### src/sv/lcps_pkg.sv
package lcps_pkg;

   localparam int SAMPLE_W   = 12;
   localparam int CENT_W     = 9;
   localparam int SPEED_W    = 8;
   localparam int STEER_W    = 16;
   localparam int CSR_IDX_W  = 3;
   localparam int CSR_DATA_W = 16;
   localparam int ERR_W      = 10;
   localparam int DERR_W     = 11;
   localparam int PPROD_W    = 27;
   localparam int DPROD_W    = 28;
   localparam int SSUM_W     = 29;
   localparam int MAG_W      = 28;

   localparam logic [CSR_IDX_W-1:0] CSR_THRESHOLD = 3'd0;
   localparam logic [CSR_IDX_W-1:0] CSR_CENTER    = 3'd1;
   localparam logic [CSR_IDX_W-1:0] CSR_OFFSET    = 3'd2;
   localparam logic [CSR_IDX_W-1:0] CSR_PROP_GAIN = 3'd3;
   localparam logic [CSR_IDX_W-1:0] CSR_DERIV_GAIN = 3'd4;
   localparam logic [CSR_IDX_W-1:0] CSR_DIVISOR   = 3'd5;
   localparam logic [CSR_IDX_W-1:0] CSR_CRUISE    = 3'd6;

   localparam logic [11:0]       RST_THRESHOLD  = 12'd41;
   localparam logic [8:0]        RST_CENTER     = 9'd147;
   localparam logic signed [8:0] RST_OFFSET     = 9'sd0;
   localparam logic [15:0]       RST_PROP_GAIN  = 16'd1229;
   localparam logic [15:0]       RST_DERIV_GAIN = 16'd41;
   localparam logic [7:0]        RST_DIVISOR    = 8'd130;
   localparam logic [7:0]        RST_CRUISE     = 8'd179;

   localparam logic signed [ERR_W-1:0]   ERR_MAX   = 10'sd511;
   localparam logic signed [ERR_W-1:0]   ERR_MIN   = -10'sd512;
   localparam logic signed [STEER_W-1:0] STEER_MAX = 16'sh7FFF;
   localparam logic signed [STEER_W-1:0] STEER_MIN = 16'sh8000;
   localparam logic [CENT_W-1:0]         CENT_MAX  = 9'd511;

   typedef struct packed {
      logic pix_take;
      logic cent_load;
      logic div_step;
      logic cent_latch;
      logic prod_en;
      logic steer_load;
      logic out_load;
   } lcps_cmd_type;

   typedef struct packed {
      logic req_valid;
      logic last_pixel;
      logic out_free;
   } lcps_status_type;

endpackage

### src/sv/lcps_if.sv
interface lcps_req_if;
   logic                            valid;
   logic                            ready;
   logic [lcps_pkg::SAMPLE_W-1:0]   sample;
   logic                            last_pixel;

   modport source (output valid, sample, last_pixel, input ready);
   modport sink   (input valid, sample, last_pixel, output ready);
endinterface

interface lcps_rsp_if;
   logic                                   valid;
   logic                                   ready;
   logic [lcps_pkg::CENT_W-1:0]            centroid;
   logic                                   line_found;
   logic [lcps_pkg::SPEED_W-1:0]           speed;
   logic signed [lcps_pkg::STEER_W-1:0]    steering;

   modport source (output valid, centroid, line_found, speed, steering, input ready);
   modport sink   (input valid, centroid, line_found, speed, steering, output ready);
endinterface

### src/sv/lcps_ctrl.sv
module lcps_ctrl #(
   parameter int DIV_STEPS = 28
) (
   input  logic                      clock,
   input  logic                      reset,
   input  lcps_pkg::lcps_status_type status,
   output lcps_pkg::lcps_cmd_type    cmd,
   output logic                      req_ready
);

   localparam int STEP_W = (DIV_STEPS > 1) ? $clog2(DIV_STEPS) : 1;
   localparam logic [STEP_W-1:0] LAST_STEP = STEP_W'(DIV_STEPS - 1);

   typedef enum logic [2:0] {
      ST_SCAN,
      ST_CDIV,
      ST_CENT,
      ST_PROD,
      ST_LOAD,
      ST_SDIV,
      ST_DONE
   } state_type;

   state_type         state_ff, state_in;
   logic [STEP_W-1:0] step_ff, step_in;

   always_comb begin
      cmd       = '0;
      req_ready = 1'b0;
      state_in  = state_ff;
      step_in   = step_ff;
      case (state_ff)
         ST_SCAN: begin
            req_ready = 1'b1;
            if (status.req_valid) begin
               cmd.pix_take = 1'b1;
               if (status.last_pixel) begin
                  cmd.cent_load = 1'b1;
                  step_in       = LAST_STEP;
                  state_in      = ST_CDIV;
               end
            end
         end
         ST_CDIV: begin
            cmd.div_step = 1'b1;
            if (step_ff == '0) begin
               state_in = ST_CENT;
            end else begin
               step_in = step_ff - STEP_W'(1);
            end
         end
         ST_CENT: begin
            cmd.cent_latch = 1'b1;
            state_in       = ST_PROD;
         end
         ST_PROD: begin
            cmd.prod_en = 1'b1;
            state_in    = ST_LOAD;
         end
         ST_LOAD: begin
            cmd.steer_load = 1'b1;
            step_in        = LAST_STEP;
            state_in       = ST_SDIV;
         end
         ST_SDIV: begin
            cmd.div_step = 1'b1;
            if (step_ff == '0) begin
               state_in = ST_DONE;
            end else begin
               step_in = step_ff - STEP_W'(1);
            end
         end
         ST_DONE: begin
            if (status.out_free) begin
               cmd.out_load = 1'b1;
               state_in     = ST_SCAN;
            end
         end
         default: begin
            state_in = ST_SCAN;
         end
      endcase
   end

   always_ff @(posedge clock) begin
      if (reset) begin
         state_ff <= ST_SCAN;
         step_ff  <= '0;
      end else begin
         state_ff <= state_in;
         step_ff  <= step_in;
      end
   end

endmodule

### src/sv/lcps_dpath.sv
module lcps_dpath #(
   parameter int PIXELS      = 320,
   parameter int SAMPLE_BITS = 12
) (
   input  logic                                    clock,
   input  logic                                    reset,
   input  lcps_pkg::lcps_cmd_type                  cmd,
   output lcps_pkg::lcps_status_type               status,
   input  logic                                    req_valid,
   input  logic [lcps_pkg::SAMPLE_W-1:0]           req_sample,
   input  logic                                    req_last_pixel,
   input  logic                                    csr_write_en,
   input  logic [lcps_pkg::CSR_IDX_W-1:0]          csr_index,
   input  logic [lcps_pkg::CSR_DATA_W-1:0]         csr_wdata,
   input  logic                                    rsp_ready,
   output logic                                    rsp_valid,
   output logic [lcps_pkg::CENT_W-1:0]             rsp_centroid,
   output logic                                    rsp_line_found,
   output logic [lcps_pkg::SPEED_W-1:0]            rsp_speed,
   output logic signed [lcps_pkg::STEER_W-1:0]     rsp_steering
);

   localparam int IDX_W = $clog2(PIXELS + 1);
   localparam int SUM_W = $clog2(PIXELS * (PIXELS - 1) / 2 + 1);
   localparam int DW    = (SUM_W > lcps_pkg::MAG_W) ? SUM_W : lcps_pkg::MAG_W;
   localparam int VW    = (IDX_W > 8) ? IDX_W : 8;
   localparam int EW    = ((IDX_W > 9) ? IDX_W : 9) + 3;
   localparam logic [lcps_pkg::SAMPLE_W-1:0] SAMPLE_MASK =
      (SAMPLE_BITS >= lcps_pkg::SAMPLE_W) ? {lcps_pkg::SAMPLE_W{1'b1}}
                                          : lcps_pkg::SAMPLE_W'((1 << SAMPLE_BITS) - 1);
   localparam logic [IDX_W-1:0]       PIX_END = IDX_W'(PIXELS);
   localparam logic signed [EW-1:0]   ERR_HI  = EW'(511);
   localparam logic signed [EW-1:0]   ERR_LO  = EW'(-512);
   localparam logic [DW-1:0]          Q_POS   = DW'(32767);
   localparam logic [DW-1:0]          Q_NEG   = DW'(32768);

   // configuration
   logic [11:0]       thr_ff, thr_in;
   logic [8:0]        ctr_ff, ctr_in;
   logic signed [8:0] ofs_ff, ofs_in;
   logic [15:0]       kp_ff, kp_in;
   logic [15:0]       kd_ff, kd_in;
   logic [7:0]        dvs_ff, dvs_in;
   logic [7:0]        crs_ff, crs_in;

   // scan accumulators
   logic [IDX_W-1:0]  idx_ff, idx_in, idx_nx;
   logic [IDX_W-1:0]  cnt_ff, cnt_in, cnt_nx;
   logic [SUM_W-1:0]  sum_ff, sum_in, sum_nx;
   logic [lcps_pkg::SAMPLE_W-1:0] sample_m;
   logic              in_range, hit;

   // shared restoring divider
   logic [DW-1:0]     quo_ff, quo_in;
   logic [VW-1:0]     rem_ff, rem_in;
   logic [VW-1:0]     den_ff, den_in;
   logic [VW+1:0]     trial;

   // drive math
   logic [IDX_W-1:0]                            cent_ff, cent_in;
   logic signed [EW-1:0]                        err_full;
   logic signed [lcps_pkg::ERR_W-1:0]           err_ff, err_in;
   logic signed [lcps_pkg::ERR_W-1:0]           prev_ff, prev_in;
   logic signed [lcps_pkg::DERR_W-1:0]          derr_ff, derr_in;
   logic signed [lcps_pkg::PPROD_W-1:0]         pprod_ff, pprod_in;
   logic signed [lcps_pkg::DPROD_W-1:0]         dprod_ff, dprod_in;
   logic signed [lcps_pkg::SSUM_W-1:0]          ssum;
   logic [lcps_pkg::SSUM_W-1:0]                 sneg;
   logic [lcps_pkg::MAG_W-1:0]                  mag;
   logic                                        neg_ff, neg_in;
   logic signed [lcps_pkg::STEER_W-1:0]         steer_val;
   logic [lcps_pkg::CENT_W-1:0]                 cent_sat;

   // result register
   logic                                        ovld_ff, ovld_in;
   logic [lcps_pkg::CENT_W-1:0]                 ocent_ff, ocent_in;
   logic                                        ofound_ff, ofound_in;
   logic [lcps_pkg::SPEED_W-1:0]                ospeed_ff, ospeed_in;
   logic signed [lcps_pkg::STEER_W-1:0]         osteer_ff, osteer_in;

   assign status.req_valid  = req_valid;
   assign status.last_pixel = req_last_pixel;
   assign status.out_free   = !ovld_ff || rsp_ready;

   always_comb begin
      thr_in = thr_ff;
      ctr_in = ctr_ff;
      ofs_in = ofs_ff;
      kp_in  = kp_ff;
      kd_in  = kd_ff;
      dvs_in = dvs_ff;
      crs_in = crs_ff;
      if (csr_write_en) begin
         case (csr_index)
            lcps_pkg::CSR_THRESHOLD:  thr_in = csr_wdata[11:0];
            lcps_pkg::CSR_CENTER:     ctr_in = csr_wdata[8:0];
            lcps_pkg::CSR_OFFSET:     ofs_in = $signed(csr_wdata[8:0]);
            lcps_pkg::CSR_PROP_GAIN:  kp_in  = csr_wdata;
            lcps_pkg::CSR_DERIV_GAIN: kd_in  = csr_wdata;
            lcps_pkg::CSR_DIVISOR:    dvs_in = csr_wdata[7:0];
            lcps_pkg::CSR_CRUISE:     crs_in = csr_wdata[7:0];
            default: ;
         endcase
      end
   end

   always_comb begin
      sample_m = req_sample & SAMPLE_MASK;
      in_range = idx_ff < PIX_END;
      hit      = in_range && (sample_m > thr_ff);
      idx_nx   = idx_ff + IDX_W'(in_range);
      cnt_nx   = cnt_ff + IDX_W'(hit);
      sum_nx   = hit ? (sum_ff + SUM_W'(idx_ff)) : sum_ff;
      idx_in   = idx_ff;
      cnt_in   = cnt_ff;
      sum_in   = sum_ff;
      if (cmd.pix_take) begin
         if (cmd.cent_load) begin
            idx_in = '0;
            cnt_in = '0;
            sum_in = '0;
         end else begin
            idx_in = idx_nx;
            cnt_in = cnt_nx;
            sum_in = sum_nx;
         end
      end
   end

   always_comb begin
      ssum   = lcps_pkg::SSUM_W'(pprod_ff) + lcps_pkg::SSUM_W'(dprod_ff);
      sneg   = lcps_pkg::SSUM_W'(0) - lcps_pkg::SSUM_W'(ssum);
      mag    = ssum[lcps_pkg::SSUM_W-1] ? sneg[lcps_pkg::MAG_W-1:0]
                                        : ssum[lcps_pkg::MAG_W-1:0];
      trial  = {1'b0, rem_ff, quo_ff[DW-1]} - {2'b00, den_ff};
      quo_in = quo_ff;
      rem_in = rem_ff;
      den_in = den_ff;
      neg_in = neg_ff;
      if (cmd.cent_load) begin
         quo_in = DW'(sum_nx);
         rem_in = '0;
         den_in = VW'(cnt_nx);
      end else if (cmd.steer_load) begin
         quo_in = DW'(mag);
         rem_in = '0;
         den_in = (dvs_ff == '0) ? VW'(1) : VW'(dvs_ff);
         neg_in = ssum[lcps_pkg::SSUM_W-1];
      end else if (cmd.div_step) begin
         if (!trial[VW+1]) begin
            rem_in = trial[VW-1:0];
            quo_in = {quo_ff[DW-2:0], 1'b1};
         end else begin
            rem_in = {rem_ff[VW-2:0], quo_ff[DW-1]};
            quo_in = {quo_ff[DW-2:0], 1'b0};
         end
      end
   end

   always_comb begin
      cent_in  = cent_ff;
      err_in   = err_ff;
      derr_in  = derr_ff;
      pprod_in = pprod_ff;
      dprod_in = dprod_ff;
      err_full = signed'(EW'(ctr_ff)) - signed'(EW'(quo_ff[IDX_W-1:0])) + EW'(ofs_ff);
      if (cmd.cent_latch) begin
         cent_in = (den_ff == '0) ? '0 : quo_ff[IDX_W-1:0];
         if (err_full > ERR_HI) begin
            err_in = lcps_pkg::ERR_MAX;
         end else if (err_full < ERR_LO) begin
            err_in = lcps_pkg::ERR_MIN;
         end else begin
            err_in = lcps_pkg::ERR_W'(err_full);
         end
         derr_in = lcps_pkg::DERR_W'(err_in) - lcps_pkg::DERR_W'(prev_ff);
      end
      if (cmd.prod_en) begin
         pprod_in = lcps_pkg::PPROD_W'($signed({1'b0, kp_ff}))
                  * lcps_pkg::PPROD_W'(err_ff);
         dprod_in = lcps_pkg::DPROD_W'($signed({1'b0, kd_ff}))
                  * lcps_pkg::DPROD_W'(derr_ff);
      end
   end

   always_comb begin
      if (neg_ff) begin
         steer_val = (quo_ff >= Q_NEG) ? lcps_pkg::STEER_MIN
                                       : $signed(16'(16'd0 - quo_ff[15:0]));
      end else begin
         steer_val = (quo_ff > Q_POS) ? lcps_pkg::STEER_MAX : $signed(quo_ff[15:0]);
      end
      cent_sat  = (cent_ff > lcps_pkg::CENT_MAX) ? lcps_pkg::CENT_MAX
                                                 : lcps_pkg::CENT_W'(cent_ff);
      ovld_in   = ovld_ff;
      ocent_in  = ocent_ff;
      ofound_in = ofound_ff;
      ospeed_in = ospeed_ff;
      osteer_in = osteer_ff;
      prev_in   = prev_ff;
      if (ovld_ff && rsp_ready) begin
         ovld_in = 1'b0;
      end
      if (cmd.out_load) begin
         ovld_in  = 1'b1;
         ocent_in = cent_sat;
         if (cent_ff != '0) begin
            ofound_in = 1'b1;
            ospeed_in = crs_ff;
            osteer_in = steer_val;
            prev_in   = err_ff;
         end else begin
            ofound_in = 1'b0;
            ospeed_in = '0;
            osteer_in = '0;
         end
      end
   end

   always_ff @(posedge clock) begin
      if (reset) begin
         thr_ff  <= lcps_pkg::RST_THRESHOLD;
         ctr_ff  <= lcps_pkg::RST_CENTER;
         ofs_ff  <= lcps_pkg::RST_OFFSET;
         kp_ff   <= lcps_pkg::RST_PROP_GAIN;
         kd_ff   <= lcps_pkg::RST_DERIV_GAIN;
         dvs_ff  <= lcps_pkg::RST_DIVISOR;
         crs_ff  <= lcps_pkg::RST_CRUISE;
         idx_ff  <= '0;
         cnt_ff  <= '0;
         sum_ff  <= '0;
         prev_ff <= '0;
         ovld_ff <= 1'b0;
      end else begin
         thr_ff  <= thr_in;
         ctr_ff  <= ctr_in;
         ofs_ff  <= ofs_in;
         kp_ff   <= kp_in;
         kd_ff   <= kd_in;
         dvs_ff  <= dvs_in;
         crs_ff  <= crs_in;
         idx_ff  <= idx_in;
         cnt_ff  <= cnt_in;
         sum_ff  <= sum_in;
         prev_ff <= prev_in;
         ovld_ff <= ovld_in;
      end
   end

   always_ff @(posedge clock) begin
      quo_ff    <= quo_in;
      rem_ff    <= rem_in;
      den_ff    <= den_in;
      neg_ff    <= neg_in;
      cent_ff   <= cent_in;
      err_ff    <= err_in;
      derr_ff   <= derr_in;
      pprod_ff  <= pprod_in;
      dprod_ff  <= dprod_in;
      ocent_ff  <= ocent_in;
      ofound_ff <= ofound_in;
      ospeed_ff <= ospeed_in;
      osteer_ff <= osteer_in;
   end

   assign rsp_valid      = ovld_ff;
   assign rsp_centroid   = ocent_ff;
   assign rsp_line_found = ofound_ff;
   assign rsp_speed      = ospeed_ff;
   assign rsp_steering   = osteer_ff;

endmodule

### src/sv/line_centroid_pd_steering_top.sv
// Channel   Dir  Payload                                   Transfer
// req_chan  in   sample[11:0], last_pixel                  valid & ready
// rsp_chan  out  centroid[8:0], line_found, speed[7:0],    valid & ready
//                steering[15:0] (signed)
// csr_*     in   csr_index[2:0], csr_wdata[15:0]           csr_write_en
//
// Pixels transfer one per cycle while a scan is in progress.
// After the last pixel the block is busy with the centroid division, the error,
// the PD products and the steering division: both divisions run one quotient bit
// per cycle on one shared restoring divider, DIV_STEPS = 28 steps each.
// Reset is synchronous and restores the register defaults and clears state.
// A stalled result holds in the output register; a finished result waits in the
// done state until the output register is free, and only then is the next scan taken.
module line_centroid_pd_steering_top #(
   parameter int PIXELS      = 320,
   parameter int SAMPLE_BITS = 12
) (
   input  logic                                clock,
   input  logic                                reset,
   lcps_req_if.sink                            req_chan,
   lcps_rsp_if.source                          rsp_chan,
   input  logic                                csr_write_en,
   input  logic [lcps_pkg::CSR_IDX_W-1:0]      csr_index,
   input  logic [lcps_pkg::CSR_DATA_W-1:0]     csr_wdata
);

   localparam int SUM_W     = $clog2(PIXELS * (PIXELS - 1) / 2 + 1);
   localparam int DIV_STEPS = (SUM_W > lcps_pkg::MAG_W) ? SUM_W : lcps_pkg::MAG_W;

   lcps_pkg::lcps_cmd_type    cmd;
   lcps_pkg::lcps_status_type status;
   logic                      ctl_ready;

   assign req_chan.ready = ctl_ready;

   lcps_ctrl #(
      .DIV_STEPS (DIV_STEPS)
   ) u_ctrl (
      .clock     (clock),
      .reset     (reset),
      .status    (status),
      .cmd       (cmd),
      .req_ready (ctl_ready)
   );

   lcps_dpath #(
      .PIXELS      (PIXELS),
      .SAMPLE_BITS (SAMPLE_BITS)
   ) u_dpath (
      .clock          (clock),
      .reset          (reset),
      .cmd            (cmd),
      .status         (status),
      .req_valid      (req_chan.valid),
      .req_sample     (req_chan.sample),
      .req_last_pixel (req_chan.last_pixel),
      .csr_write_en   (csr_write_en),
      .csr_index      (csr_index),
      .csr_wdata      (csr_wdata),
      .rsp_ready      (rsp_chan.ready),
      .rsp_valid      (rsp_chan.valid),
      .rsp_centroid   (rsp_chan.centroid),
      .rsp_line_found (rsp_chan.line_found),
      .rsp_speed      (rsp_chan.speed),
      .rsp_steering   (rsp_chan.steering)
   );

endmodule

### src/flat_wrapper.sv
// flat-port wrapper written by rule: the top's interface ports become plain ports
module line_centroid_pd_steering_top_flat 
#(
   parameter int PIXELS      = 320,
   parameter int SAMPLE_BITS = 12
)
  (clock, reset, csr_write_en, csr_index, csr_wdata, req_chan_valid, req_chan_sample, req_chan_last_pixel, req_chan_ready, rsp_chan_valid, rsp_chan_centroid, rsp_chan_line_found, rsp_chan_speed, rsp_chan_steering, rsp_chan_ready);
  lcps_req_if req_chan_i ();
  lcps_rsp_if rsp_chan_i ();
  input  logic clock;
  input  logic reset;
  input  logic csr_write_en;
  input  logic [lcps_pkg::CSR_IDX_W-1:0] csr_index;
  input  logic [lcps_pkg::CSR_DATA_W-1:0] csr_wdata;
  input wire logic [$bits(req_chan_i.valid)-1:0] req_chan_valid;
  input wire logic [$bits(req_chan_i.sample)-1:0] req_chan_sample;
  input wire logic [$bits(req_chan_i.last_pixel)-1:0] req_chan_last_pixel;
  output wire logic [$bits(req_chan_i.ready)-1:0] req_chan_ready;
  output wire logic [$bits(rsp_chan_i.valid)-1:0] rsp_chan_valid;
  output wire logic [$bits(rsp_chan_i.centroid)-1:0] rsp_chan_centroid;
  output wire logic [$bits(rsp_chan_i.line_found)-1:0] rsp_chan_line_found;
  output wire logic [$bits(rsp_chan_i.speed)-1:0] rsp_chan_speed;
  output wire logic [$bits(rsp_chan_i.steering)-1:0] rsp_chan_steering;
  input wire logic [$bits(rsp_chan_i.ready)-1:0] rsp_chan_ready;
  assign req_chan_i.valid = req_chan_valid;
  assign req_chan_i.sample = req_chan_sample;
  assign req_chan_i.last_pixel = req_chan_last_pixel;
  assign req_chan_ready = req_chan_i.ready;
  assign rsp_chan_valid = rsp_chan_i.valid;
  assign rsp_chan_centroid = rsp_chan_i.centroid;
  assign rsp_chan_line_found = rsp_chan_i.line_found;
  assign rsp_chan_speed = rsp_chan_i.speed;
  assign rsp_chan_steering = rsp_chan_i.steering;
  assign rsp_chan_i.ready = rsp_chan_ready;
  line_centroid_pd_steering_top #(.PIXELS(PIXELS), .SAMPLE_BITS(SAMPLE_BITS)) u_core (.clock(clock), .reset(reset), .req_chan(req_chan_i), .rsp_chan(rsp_chan_i), .csr_write_en(csr_write_en), .csr_index(csr_index), .csr_wdata(csr_wdata));
endmodule
### config.mk
export PLATFORM = sky130hd
export DESIGN_NAME = line_centroid_pd_steering_top_flat
export DESIGN_NICKNAME = d
export VERILOG_FILES = /design/src/sv/lcps_pkg.sv /design/src/sv/lcps_if.sv /design/src/sv/lcps_ctrl.sv /design/src/sv/lcps_dpath.sv /design/src/sv/line_centroid_pd_steering_top.sv /design/src/flat_wrapper.sv
export SDC_FILE = /design/constraint.sdc
export NUM_CORES = 1
export LEC_CHECK = 0
export ABC_AREA = 0
export BUFFER_PORTS_ARGS = -buffer_cell sky130_fd_sc_hd__buf_2
export CAP_MARGIN = 20
export CORE_MARGIN = 2
export CORE_UTILIZATION = 25
export CTS_CLUSTER_DIAMETER = 150
export DETAILED_ROUTE_END_ITERATION = 7
export GPL_TIMING_DRIVEN = 0
export HOLD_SLACK_MARGIN = 0.08
export PLACE_DENSITY = 0.41
export REMOVE_ABC_BUFFERS = 1
export SYNTH_ARGS = -nofsm -noshare
export SYNTH_HDL_FRONTEND = slang
export SYNTH_SLANG_ARGS = --single-unit
### constraint.sdc
create_clock -name clock -period 6.8 [get_ports clock]
set_input_delay 0.68 -clock clock [delete_from_list [all_inputs] [get_ports clock]]
set_output_delay 0.68 -clock clock [all_outputs]
set_load 0.01 [all_outputs]
======== Yosys cells after proc, flatten, opt, wreduce, memory -nomap -nowiden ========
Cells that the tools add are included.
word-level totals
  bits in registers ....................... 297
  input port bits ......................... 37
  output and inout port bits .............. 36
  word-level logic and storage cells ...... 137
operators by class
  $add $sub $neg .......................... 11
  multiply operators ...................... 2
  magnitude comparators ................... 7
  equal/unequal tests ..................... 18
  multiplexer cells ....................... 42
  bitwise operators ....................... 1
  reduce and logical (&&, ||, !) cells .... 28
operators with widths
  operator                 number
  $mux W16                 6
  $mux W28                 3
  $mux W9                  5
  $mux W10                 3
  $add A27 B28 Y29         1
  $ge A28 B16 Y1 const B   1
  $gt A28 B15 Y1 const B   1
  $mul A17 B11 Y28         1
  $sub A1 B28 Y28 const A  1
  $mul A17 B10 Y27         1
  $pmux W3 S7              1
  $add A9 B1 Y9            2
  $eq A3 B3 Y1 const B     6
  $reduce_and A2 Y1        9
  $add A16 B9 Y16          1
  $sub A1 B16 Y16 const A  1
  $mux W3                  5
  $mux W5                  3
  $pmux W5 S3              1
  $eq A3 B2 Y1 const B     4
  $gt A12 B12 Y1           1
  $mux W1                  12
  $add A10 B9 Y11          1
  $gt A11 B10 Y1 const B   1
  other kinds (26)         38

======== Logic depth before layout (Yosys ltp) ========
  depth in word-level cells ............... 7
  gate-level depth with buffers ........... 30
  depth with buffers taken out ............ 29

======== Cells and area by module ========
Synthesis repeated with hierarchy kept, for this count alone.
second synthesis, totals
  cell total of the unflattened synthesis .. 3016
  area total of the unflattened synthesis .. 27335.0 um^2
by module, submodules not included
  module      times used  cells each  area an instance (um^2)
  lcps_dpath  1           2954        26833.2
  lcps_ctrl   1           62          501.7

======== Worst setup path before layout ========
OpenSTA, ideal clock, no wires.
  path type ............................... register to register
  start ................................... register u_core.u_dpath.derr_ff[9] in the netlist's numbering
  end ..................................... register u_core.u_dpath.dprod_ff[27] in the netlist's numbering (data pin)
  library setup time ...................... 259 ps
  arrival time ............................ 5522 ps
  setup slack ............................. 1019 ps
  stages on the path, launching flop included .. 20
  period minus slack after synthesis ...... 5781 ps
  cells stage by stage .................... edfxtp_1 clkbuf_1 nand2_1 fa_1 inv_1 fa_1 fa_1 fa_1 fa_1 ha_1 a21o_1 a21o_1 nor3b_1 a21o_1 o311ai_0 o41a_1 a41o_1 nor2_1 a21oi_1 xnor2_1
between the ends
  longest elaborated chain between the ends .. 1
ends and longest elaborated chain
  element                 line               text
  from (decl)             lcps_dpath.sv:64   logic signed [lcps_pkg::DERR_W-1:0] derr_ff, derr_in;
  from (signal assigned)  lcps_dpath.sv:257  derr_ff <= derr_in;
  $mul A17 B11 Y28        lcps_dpath.sv:182  * lcps_pkg::DPROD_W'(derr_ff);
  to (signal assigned)    lcps_dpath.sv:259  dprod_ff <= dprod_in;
  to (decl)               lcps_dpath.sv:66   logic signed [lcps_pkg::DPROD_W-1:0] dprod_ff, dprod_in;
No other way between the ends.
A chain may end at the register's enable or synchronous reset.

======== Worst setup path in the final report ========
  start ................................... register u_core.u_dpath.kd_ff[3]
  end ..................................... register u_core.u_dpath.dprod_ff[26] in the netlist's numbering (data pin)
between the ends
  longest elaborated chain between the ends .. 1
ends and longest elaborated chain
  element                 line               text
  from (decl)             lcps_dpath.sv:42   logic [15:0] kd_ff, kd_in;
  from (signal assigned)  lcps_dpath.sv:226  kd_ff <= lcps_pkg::RST_DERIV_GAIN;
  from (signal assigned)  lcps_dpath.sv:239  kd_ff <= kd_in;
  $mul A17 B11 Y28        lcps_dpath.sv:182
No other way between the ends.

==> impl_metrics.ini <==
[critical_path]
path_cells = nand2_1, fa_1, inv_1, fa_1, fa_1, fa_1, fa_1, ha_1, a21oi_1, o21bai_1, a21oi_1, o21ai_0, a311oi_1, o31ai_1, or4_1, a31o_2, a21oi_1, xnor2_1
start_kind = register
ff2ff_path_depth = 18
max_stage_delay_ns = 0.69
critical_path_class = register to register
cpMostUsedCell = fa_1
crit_path_end_kind = register
crit_fanout = 12
cp.required_ns = 7.12
crit_arrival_ns = 6.80
slowest_stage = dfxtp_1

[cells_and_area]
syn_to_final_growth_pct = 12.4
layout.cells.non_filler = 4449
final_nets = 3550
nFillCells = 11587
fin_area_sq_um = 30500
drive_gt1_share_pct = 7.00

[die]
dieArea_sq_um = 111000
ios = 73
coreArea_sq_um = 107000
fp-row-count = 120
initial_core_util_pct = 25.3
die_w_um = 333
die_h_um = 333

[pwr]
peakVddDrop_mv = 0.203
power_density_nw_per_um2 = 287
p_total_mw = 8.73
leakagePower_nw = 13.3

[global_route]
grt_max_degree = 77
track_usage_pct = 13.8
grt_pass1_wl_um = 122000
antenna_found_initial = 2
grt-ovfl-total = 0
grt_pass1_vias = 20763

[clocking]
h-tree-depth = 2
clockBufferDepth = 3
clock_latency_ns = 0.59
numCtsBuffers = 38
root_buffer = clkbuf_16
path_clk_slew_ns = 0.07
cts_tree = built
cts.sinks = 297
ctsHoldBuffers = 0

[detailed_routing]
drc = 0
vias = 20447
ant_nets = 0
via_per_inst = 4.60
dr.pass1.iters = 7
drt_iter0_drc = 1119
wire_per_inst_um = 17.2
drt_wl_total_um = 76400

[logic_synthesis]
yosys_warnings = 0
yosysSeqAreaShare_pct = 27.3
yosys-top-cells-area = fa_1, edfxtp_1, ha_1
synth_edf_count = 145
synth_common_cells = nand2_1, inv_1, ha_1, fa_1, a21oi_1
avgSynthCellArea_sq_um = 9.07
synth_top_cell_area_share_pct = 18.0
async_flop_share_pct = 0
yosysUniqueCellTypes = 83
ys_ff_latch = 297
yosysMostFrequentCell = nand2_1
yosys.area.top_type = fa_1
syn_area_sq_um = 27100
synthFlopType = dfxtp_1
syn_inst = 2988

[sta]
final_hold_viol_count = 0
rsz0062_at_grt = true
final.setup.worst_slack_ns = 0.317
max_freq_mhz = 154
slew_violations = 0
relSlewSlack_pct = 31.1
tightest_slew_ns = 1.03
clock_skew_ns = 0.0331
fin_setup_tns_ns = 0
period_needed_ns = 6.48
setup_viol = 0
fin_crit_sh_pct = 95.3

[placement]
gp_congestion = 0.810
post-place-cells = 4345
placed_area_sq_um = 28900
hpwl_um = 59200
pre_cts_slack_ns = 0.0213
numPortBuffers = 72

[job]
max_cap_violations = 0

[hold_path]
min_path_type = input pin to register
min_path_cells = 3

[outcome]
status = finished, final reports clean
-- sequential cells by signal (all words and copies together) (netlist names), 10 cells and up --
register and flops:
u_core.u_dpath.derr_ff 11, u_core.u_dpath.dprod_ff 28, u_core.u_dpath.err_ff 10, u_core.u_dpath.kd_ff 16, u_core.u_dpath.kp_ff 16, u_core.u_dpath.pprod_ff 27, u_core.u_dpath.prev_ff 10, u_core.u_dpath.quo_ff 28
u_core.u_dpath.rsp_steering 16, u_core.u_dpath.sum_ff 16, u_core.u_dpath.thr_ff 12
-- routing by layer --
metal	share of wire, %	wire length, um	global-route usage, %
met5	0	0	0
met4	1.9	1420	3.10
met3	2.5	1950	1.55
met2	47	35800	22.9
met1	49	37300	19.2
-- cell families after synthesis --
kind of cell | after synthesis | share of synthesized area (%)
XOR/XNOR | 140 | 4.55
AO/OA/AOI/OAI | 546 | 12.9
adder cells (fa/ha/maj) | 498 | 29.7
multiplexers | 30 | 1.11
buffers and inverters | 464 | 6.52
AND/OR/NAND/NOR | 1013 | 17.9
flip-flops | 297 | 27.3
-- where the power goes --
part / leakage, nW / internal (mW) / total, mW / switching [mW]
combinational: 10.1 / 1.75 / 4.28 / 2.53
sequential: 2.56 / 2.25 / 2.44 / 0.191
clock: 0.589 / 1.14 / 2.01 / 0.874
-- layout by cell type, fill, tap and decap left out, drive strengths merged, types with 6 or more instances in the layout --
| cell | netlist | routed |
|---|---|---|
| a211o | 12 | 12 |
| a211oi | 12 | 12 |
| a21boi | 9 | 9 |
| a21o | 56 | 56 |
| a21oi | 187 | 187 |
| a22oi | 13 | 13 |
| a31oi | 30 | 30 |
| and2 | 154 | 154 |
| and3 | 16 | 16 |
| buf | 8 | 119 |
| clkbuf | 124 | 52 |
| clkinv | 0 | 12 |
| dfxtp | 152 | 152 |
| edfxtp | 145 | 145 |
| fa | 243 | 243 |
| ha | 255 | 255 |
| inv | 332 | 335 |
| mux2i | 30 | 30 |
| nand2 | 441 | 441 |
| nand2b | 52 | 52 |
| nand3 | 31 | 31 |
| nand3b | 25 | 25 |
| nand4 | 19 | 19 |
| nor2 | 152 | 152 |
| nor2b | 36 | 36 |
| nor3 | 39 | 39 |
| nor4 | 11 | 11 |
| o211ai | 11 | 11 |
| o21a | 15 | 15 |
| o21ai | 110 | 110 |
| o21bai | 11 | 11 |
| o221ai | 12 | 12 |
| o22ai | 10 | 10 |
| o31ai | 8 | 8 |
| or2 | 6 | 6 |
| or3 | 14 | 14 |
| or4 | 6 | 6 |
| xnor2 | 94 | 94 |
| xor2 | 46 | 46 |
-- final timing paths --
check	slack, ns	endpoint	start
min reg2reg	0.45	u_core.u_dpath.rsp_centroid[1]$_SDFFCE_PN1P_	u_core.u_dpath.cent_ff[1]$_SDFFCE_PN0P_
max	0.32	u_core.u_dpath.dprod_ff[26]$_DFFE_PP_	u_core.u_dpath.kd_ff[3]$_SDFFE_PP1P_
min	0.35	u_core.u_dpath.kd_ff[14]$_SDFFE_PP0P_	csr_wdata[14]
max reg2reg	0.32	u_core.u_dpath.dprod_ff[26]$_DFFE_PP_	u_core.u_dpath.kd_ff[3]$_SDFFE_PP1P_
-- critical path, delay by kind of cell, from the launching register on --
family,cells,cell delay (ns)
and+or+nand+nor,2,0.61
adders and majority gates,6,2.96
xor gates and xnor gates,1,0.10
DFF,1,0.69
buffers and inverters,1,0.05
AOI/OAI and AO/OA,8,1.81
-- through the flow --
| step | hold WS [ns] | utilization, % |
|---|---|---|
| finish | 0.346 | 28.4 |
| CTS | 0.303 | 28.1 |
| detailed placement | 0.437 | 27.0 |
| global route | 0.323 | 28.4 |
| global placement | 0.436 | 26.8 |
| floorplan | 0.426 | - |
-- area by class of cell --
cell class / count / area, sq um / share of cell area, %
sequential: 297 / 7400 / 24.3
antenna: 1 / 2.50 / 0.00822
multi-input combinational: 2227 / 18000 / 59.0
clock inverter: 18 / 149 / 0.489
inverter: 332 / 1250 / 4.09
tap: 1403 / 1760 / 5.76
clock buffer: 52 / 1050 / 3.46
timing repair buffer: 119 / 871 / 2.86
-- what timing repair did --
action,in CTS,in global routing
pin swaps,0,1
buffers inserted,4,27
setup endpoints to repair,1,8
gates resized for setup,0,6
No activity file was read; power rests on OpenSTA's default activity.
